**src/design/scd_pkg.sv**
```systemverilog
// Shared types and constants for the sprite chain decoder.
package scd_pkg;

  localparam int unsigned PosW     = 11;
  localparam int unsigned OffW     = 5;
  localparam int unsigned NumW     = 16;
  localparam int unsigned BankW    = 4;
  localparam int unsigned ChainW   = 3;
  localparam int unsigned CfgIdxW  = 1;
  localparam int unsigned CfgDataW = 5;

  localparam logic [8:0]      XWrapLimit = 9'd496;
  localparam logic [PosW-1:0] XFlipBase  = 11'd304;
  localparam logic [PosW-1:0] YFlipBase  = 11'd240;
  localparam logic [8:0]      YBase      = 9'd256;
  localparam logic [PosW-1:0] TileStep   = 11'd16;

  localparam logic [CfgIdxW-1:0] CfgScreenFlipped = 1'b0;
  localparam logic [CfgIdxW-1:0] CfgXOffset       = 1'b1;

  typedef enum logic [2:0] {
    StIdle = 3'b001,
    StCalc = 3'b010,
    StEmit = 3'b100
  } state_e;

  typedef struct packed {
    logic [PosW-1:0] x;
    logic [PosW-1:0] y;
    logic            mirror_x;
    logic            mirror_y;
    logic            step_up;
  } place_t;

endpackage

```
**src/design/sprite_chain_decoder_core.sv**
```systemverilog
// Sprite chain decoder top level: record capture, placement and tile sequencer.
//
//  channel   direction  handshake            payload
//  record    in         start_i / busy_o     y_byte_i attr_byte_i number_*_i colour_byte_i x_byte_i
//  command   out        valid_o (1 cycle)    tile_number_o screen_x/y_o mirror_x/y_o ...
//  config    in         cfg_we_i             cfg_idx_i cfg_data_i
//
// A record with the enable bit set first passes through the placement state
// StCalc, then StEmit gives one command per cycle for a chain of n tiles from
// the shared step adder. A disabled record is dropped at the accept edge.
// Reset clears the sequencer and both config registers.
// Commands cannot be stalled; each is on the ports for exactly one cycle.
module sprite_chain_decoder_core (
  input  logic                             clk_i,
  input  logic                             rst_ni,
  input  logic                             start_i,
  output logic                             busy_o,
  input  logic [7:0]                       y_byte_i,
  input  logic [7:0]                       attr_byte_i,
  input  logic [7:0]                       number_low_i,
  input  logic [7:0]                       number_high_i,
  input  logic [7:0]                       colour_byte_i,
  input  logic [7:0]                       x_byte_i,
  input  logic                             cfg_we_i,
  input  logic [scd_pkg::CfgIdxW-1:0]      cfg_idx_i,
  input  logic [scd_pkg::CfgDataW-1:0]     cfg_data_i,
  output logic                             valid_o,
  output logic [scd_pkg::NumW-1:0]         tile_number_o,
  output logic signed [scd_pkg::PosW-1:0]  screen_x_o,
  output logic signed [scd_pkg::PosW-1:0]  screen_y_o,
  output logic                             mirror_x_o,
  output logic                             mirror_y_o,
  output logic [scd_pkg::BankW-1:0]        colour_bank_o,
  output logic                             last_of_chain_o
);

  scd_pkg::state_e state_q, state_d;

  logic                              flipped_q;
  logic signed [scd_pkg::OffW-1:0]   x_offset_q;

  logic [7:0]                        attr_q;
  logic [7:0]                        x_byte_q;
  logic [7:0]                        y_byte_q;
  logic [scd_pkg::NumW-1:0]          number_q, number_d;
  logic [scd_pkg::BankW-1:0]         bank_q;
  logic [scd_pkg::ChainW-1:0]        left_q, left_d;
  logic [scd_pkg::PosW-1:0]          x_q;
  logic [scd_pkg::PosW-1:0]          y_q, y_d;
  logic                              mx_q;
  logic                              my_q;
  logic                              up_q;

  scd_pkg::place_t                   place;
  logic [scd_pkg::PosW-1:0]          step_sum;
  logic                              accept;

  scd_place u_place (
    .attr_i     (attr_q),
    .x_byte_i   (x_byte_q),
    .y_byte_i   (y_byte_q),
    .flipped_i  (flipped_q),
    .x_offset_i (x_offset_q),
    .place_o    (place)
  );

  assign accept   = start_i && (state_q == scd_pkg::StIdle);
  assign step_sum = up_q ? (y_q + scd_pkg::TileStep) : (y_q - scd_pkg::TileStep);

  always_comb begin
    state_d  = state_q;
    y_d      = y_q;
    number_d = number_q;
    left_d   = left_q;
    case (state_q)
      scd_pkg::StIdle: begin
        if (accept) begin
          number_d = {number_high_i, number_low_i};
        end
        if (start_i && attr_byte_i[0]) begin
          state_d = scd_pkg::StCalc;
        end
      end
      scd_pkg::StCalc: begin
        state_d = scd_pkg::StEmit;
        y_d     = place.y;
        left_d  = attr_q[7:5];
      end
      scd_pkg::StEmit: begin
        y_d      = step_sum;
        number_d = number_q + 16'd1;
        left_d   = left_q - 3'd1;
        if (left_q == '0) begin
          state_d = scd_pkg::StIdle;
        end
      end
      default: begin
        state_d = scd_pkg::StIdle;
      end
    endcase
  end

  always_ff @(posedge clk_i or negedge rst_ni) begin
    if (!rst_ni) begin
      state_q    <= scd_pkg::StIdle;
      flipped_q  <= 1'b0;
      x_offset_q <= '0;
    end else begin
      state_q <= state_d;
      if (cfg_we_i) begin
        case (cfg_idx_i)
          scd_pkg::CfgScreenFlipped: flipped_q  <= cfg_data_i[0];
          scd_pkg::CfgXOffset:       x_offset_q <= cfg_data_i;
          default: begin
          end
        endcase
      end
    end
  end

  always_ff @(posedge clk_i) begin
    y_q      <= y_d;
    left_q   <= left_d;
    number_q <= number_d;
    if (accept) begin
      attr_q   <= attr_byte_i;
      x_byte_q <= x_byte_i;
      y_byte_q <= y_byte_i;
      bank_q   <= colour_byte_i[scd_pkg::BankW-1:0];
    end
    if (state_q == scd_pkg::StCalc) begin
      x_q  <= place.x;
      mx_q <= place.mirror_x;
      my_q <= place.mirror_y;
      up_q <= place.step_up;
    end
  end

  assign busy_o          = (state_q != scd_pkg::StIdle);
  assign valid_o         = (state_q == scd_pkg::StEmit);
  assign tile_number_o   = number_q;
  assign screen_x_o      = x_q;
  assign screen_y_o      = y_q;
  assign mirror_x_o      = mx_q;
  assign mirror_y_o      = my_q;
  assign colour_bank_o   = bank_q;
  assign last_of_chain_o = (left_q == '0);

endmodule

```
**src/design/scd_place.sv**
```systemverilog
// Position, flip and chain start computation for one sprite record.
module scd_place (
  input  logic [7:0]                  attr_i,
  input  logic [7:0]                  x_byte_i,
  input  logic [7:0]                  y_byte_i,
  input  logic                        flipped_i,
  input  logic signed [scd_pkg::OffW-1:0] x_offset_i,
  output scd_pkg::place_t             place_o
);

  logic [8:0]                 x9;
  logic [8:0]                 y9;
  logic [8:0]                 y_inv;
  logic [scd_pkg::PosW-1:0]   off_ext;
  logic [scd_pkg::PosW-1:0]   x_wrap;
  logic [scd_pkg::PosW-1:0]   x_pos;
  logic [scd_pkg::PosW-1:0]   y_pos;
  logic [scd_pkg::PosW-1:0]   y_mir;
  logic [scd_pkg::PosW-1:0]   chain_span;
  logic                       fy;

  assign x9      = {attr_i[2], x_byte_i};
  assign y9      = {attr_i[1], y_byte_i};
  assign off_ext = {{(scd_pkg::PosW - scd_pkg::OffW){x_offset_i[scd_pkg::OffW-1]}}, x_offset_i};
  assign x_wrap  = (x9 > scd_pkg::XWrapLimit) ? {2'b11, x9} : {2'b00, x9};
  assign x_pos   = x_wrap + off_ext;
  assign y_inv   = scd_pkg::YBase - y9;
  assign y_pos   = {2'b00, y_inv} - scd_pkg::TileStep;
  assign y_mir   = scd_pkg::YFlipBase - y_pos - off_ext;
  assign fy      = attr_i[3] ^ flipped_i;
  assign chain_span = {4'b0000, attr_i[7:5], 4'b0000};

  always_comb begin
    place_o.mirror_x = attr_i[4] ^ flipped_i;
    place_o.mirror_y = fy;
    place_o.step_up  = fy;
    if (flipped_i) begin
      place_o.x = scd_pkg::XFlipBase - x_pos;
      place_o.y = fy ? y_mir : (y_mir + chain_span);
    end else begin
      place_o.x = x_pos;
      place_o.y = fy ? (y_pos - chain_span) : y_pos;
    end
  end

endmodule

```
**config.mk**
```make
export PLATFORM = sky130hd
export DESIGN_NAME = sprite_chain_decoder_core
export DESIGN_NICKNAME = d
export VERILOG_FILES = /design/src/design/scd_pkg.sv /design/src/design/sprite_chain_decoder_core.sv /design/src/design/scd_place.sv
export SDC_FILE = /design/constraint.sdc
export NUM_CORES = 1
export LEC_CHECK = 0
export BUFFER_PORTS_ARGS = -buffer_cell sky130_fd_sc_hd__buf_4
export CORE_ASPECT_RATIO = 0.8
export CORE_MARGIN = 5
export CORE_UTILIZATION = 45
export DETAILED_ROUTE_END_ITERATION = 16
export GPL_TIMING_DRIVEN = 0
export PLACE_DENSITY = 0.65
export SLEW_MARGIN = 0
export SYNTH_ARGS = -nofsm -noshare
export SYNTH_HDL_FRONTEND = slang
export SYNTH_SLANG_ARGS = --single-unit
```
**constraint.sdc**
```tcl
create_clock -name clk_i -period 4.8 [get_ports clk_i]
set_clock_uncertainty 0.15 [all_clocks]
set_input_delay 0.48 -clock clk_i [delete_from_list [all_inputs] [get_ports clk_i]]
set_output_delay 0.48 -clock clk_i [all_outputs]
set_load 0.05 [all_outputs]
```
==> reports/qor.yml <==
status: "finished, final reports clean"
rsz0062_at_grt: "no"
ir_worst_vdd_uv: 243
reg2reg_depth: 19
via_per_inst: 5.21
antenna_found_initial: 0
final_core_util_pct: 57.3
setup_viol: 0
grt-ovfl-total: 0
layout_commonest_cell: "buf_4"
worstHoldPathType: "in -> reg"
start_kind: "flip-flop"
vias: 4015
finalHoldViolations: 0
syn-mean-instance-area_um2: 10.5
final_cell_mix: "buf_4 (105), edfxtp_1 (70), nand2_1 (49)"
grt_usage_pct: 17.7
grt_pass1_wl_um: 19700
synth_nets: 611
ys_async_sr_fraction_pct: 11.4
final_antenna_net_count: 0
rows: 35
syn_inst: 502
cap_violations: 0
fin_setup_tns_ns: 0
clk_pin_slew_ns: 0.06
grt_max_degree: 16
cts_max_level: 3
clock_latency_ns: 0.33
r2r_slack_ns: 0.26
finalCriticalPeriod_ns: 4.54
firstDrtPassIters: 4
root_buffer: "clkbuf_16"
io_pins: 105
numPortBuffers: 100
cts_tree: "done"
yosys_most_used_dff: "edfxtp_1"
path_max_fanout: 6
diodes: 0
syn_area_um2: 5260
whs_endpoint: "x_byte_q[7]"
required_ns: 4.70
dp_slack_ns: -0.464
p_per_area_nw_per_um2: 410
worstSetupPathType: "reg -> reg"
synth_warnings: 0
synth_cell_types: 59
min-delay-start: "x_byte_i[7]"
layout.nets: 727
area_delta_synth_final_pct: 25.1
die_area_um2: 14000
worst_slew_pin_slew_ns: 0.936
ys_ff_latch: 79
maxSlewHeadroom_pct: 37.2
die_h_um: 107
hold_depth: 1
gp_congestion: 0.866
cts_max_path_buffers: 2
timing.fmax_ghz: 0.220
cellLeakagePower_uw: 0.00280
initial_core_util_pct: 45.8
drcViolationCount: 0
r2r-start: "y_byte_q[0]"
drive_gt1_share_pct: 23.8
drt_iter0_drc: 233
crit_path_end_kind: "flip-flop"
grt_pass1_vias: 4011
slew_violations: 0
dp_hpwl_um: 9650
cp_data_arrival_time_ns: 4.44
detail_route.wirelength_um: 12100
wl_per_cell_um: 15.7
finalCritPeriodShare_pct: 94.5
synth_edf_count: 70
cts_made_buffers: 9
cts.sinks: 79
timing.rr.end: "screen_y_o[10]"
die_w_um: 131
synth.yosys.seq_area_share_pct: 44.3
core_area_um2: 11500
setup_ws_ns: 0.264
## worst max-delay path, cell delays in order (launching register included)
cell and delay [ns]:
edfxtp_1 0.44, inv_1 0.12, ha_2 0.23, nor3b_4 0.26, xor2_2 0.17, ha_1 0.25, nor2b_1 0.06, a211o_1 0.28
mux2i_2 0.21, xor2_2 0.21, inv_1 0.09, ha_1 0.28, ha_1 0.38, and3_1 0.21, o21ai_0 0.10, o22ai_1 0.12
a211oi_2 0.20, nand4_1 0.15, xnor2_1 0.23, a221oi_1 0.10
## flip-flops by register name, summed over array words and instances, names as in the netlist
register / cells
state_q: 3
flipped_q: 1
y_byte_q: 8
colour_bank_o: 4
x_offset_q: 5
mirror_x_o: 1
attr_q: 7
screen_x_o: 11
left_q: 3
tile_number_o: 16
x_byte_q: 8
up_q: 1
screen_y_o: 11
## cell families after synthesis
logic type	count (synthesis)	synth area share, %
buffers and inverters	53	3.86
XOR/XNOR	58	9.66
AO/OA/AOI/OAI	109	13.1
multiplexers	14	3.55
adder cells (fa/ha/maj)	51	12.9
flip-flops	79	44.3
AND/OR/NAND/NOR	138	12.7
## Yosys cell counts (6+ instances only)
cell type | instances | share of area, %
xor2_1 | 30 | 5.0
nor3_1 | 11 | 1.0
mux2_2 | 7 | 1.5
o21ai_0 | 36 | 3.4
nand2_1 | 49 | 3.5
edfxtp_1 | 70 | 40
clkbuf_1 | 10 | 0.71
a21o_1 | 6 | 0.86
ha_1 | 46 | 11
a21oi_1 | 24 | 2.3
xnor2_1 | 28 | 4.7
nor2_1 | 32 | 2.3
inv_1 | 39 | 2.8
nand3_1 | 12 | 1.1
dfrtp_1 | 8 | 3.8
## metal layers
layer	wire length [µm]	track usage, %	vias to the layer above
met2	5500	28.4	95
li1	-	-	2044
met3	776	4.03	5
met4	82	3.96	0
met1	5750	24.6	1871
met5	0	0	-
## worst max path at each step
| stage | start | end | slack (ns) | cells past startpoint |
|---|---|---|---|---|
| 6_report | y_byte_q[0] | screen_y_o[10] | 0.26 | 19 |
| 5_1_grt | y_byte_q[0] | screen_y_o[10] | 0.01 | 19 |
| 4_1_cts | y_byte_q[0] | screen_y_o[10] | 0.02 | 19 |
| 3_5_place_dp | y_byte_q[0] | screen_y_o[10] | -0.46 | 19 |
| 3_3_place_gp | y_byte_q[0] | screen_y_o[10] | -0.28 | 19 |
| 2_1_floorplan | y_byte_q[0] | screen_y_o[10] | 0.42 | 19 |
## report_power, final
part | leakage, µW | internal, µW | switching [µW]
Combinational | 0.00190 | 495 | 642
Clock | 0.000134 | 405 | 263
Sequential | 0.000761 | 845 | 47.3
## through the flow
step | std cells | hold WS, ns | power [µW] | area (µm²)
2_1_floorplan | 502 | 0.0344 | 1740 | 5260
3_3_place_gp | 750 | 0.160 | 1970 | 6190
3_5_place_dp | 752 | 0.165 | 2010 | 6220
4_1_cts | 770 | 0.157 | 2690 | 6540
5_1_grt | 771 | 0.152 | 2880 | 6580
6_report | 771 | 0.167 | 2700 | 6580
## timing repair
| item | 4_1_cts | 5_1_grt |
|---|---|---|
| endpoints found under the hold margin | 8 | 0 |
| setup endpoints to repair | 5 | 5 |
| hold buffers | 1 | 0 |
| gates resized for setup | 3 | 5 |
| pin swaps | 1 | 2 |
| buffers inserted | 1 | 2 |
## area by class of cell
type / instances / area, µm²
Inverter: 40 / 150
Timing Repair Buffer: 106 / 806
Clock buffer: 13 / 240
Fill cell: 975 / 4900
Multi-Input combinational cell: 370 / 2770
Clock inverter: 3 / 46.3
Sequential cell: 79 / 2330
Buffer: 12 / 48.8
Tap cell: 148 / 185
Power figures use the tool's default switching activity.
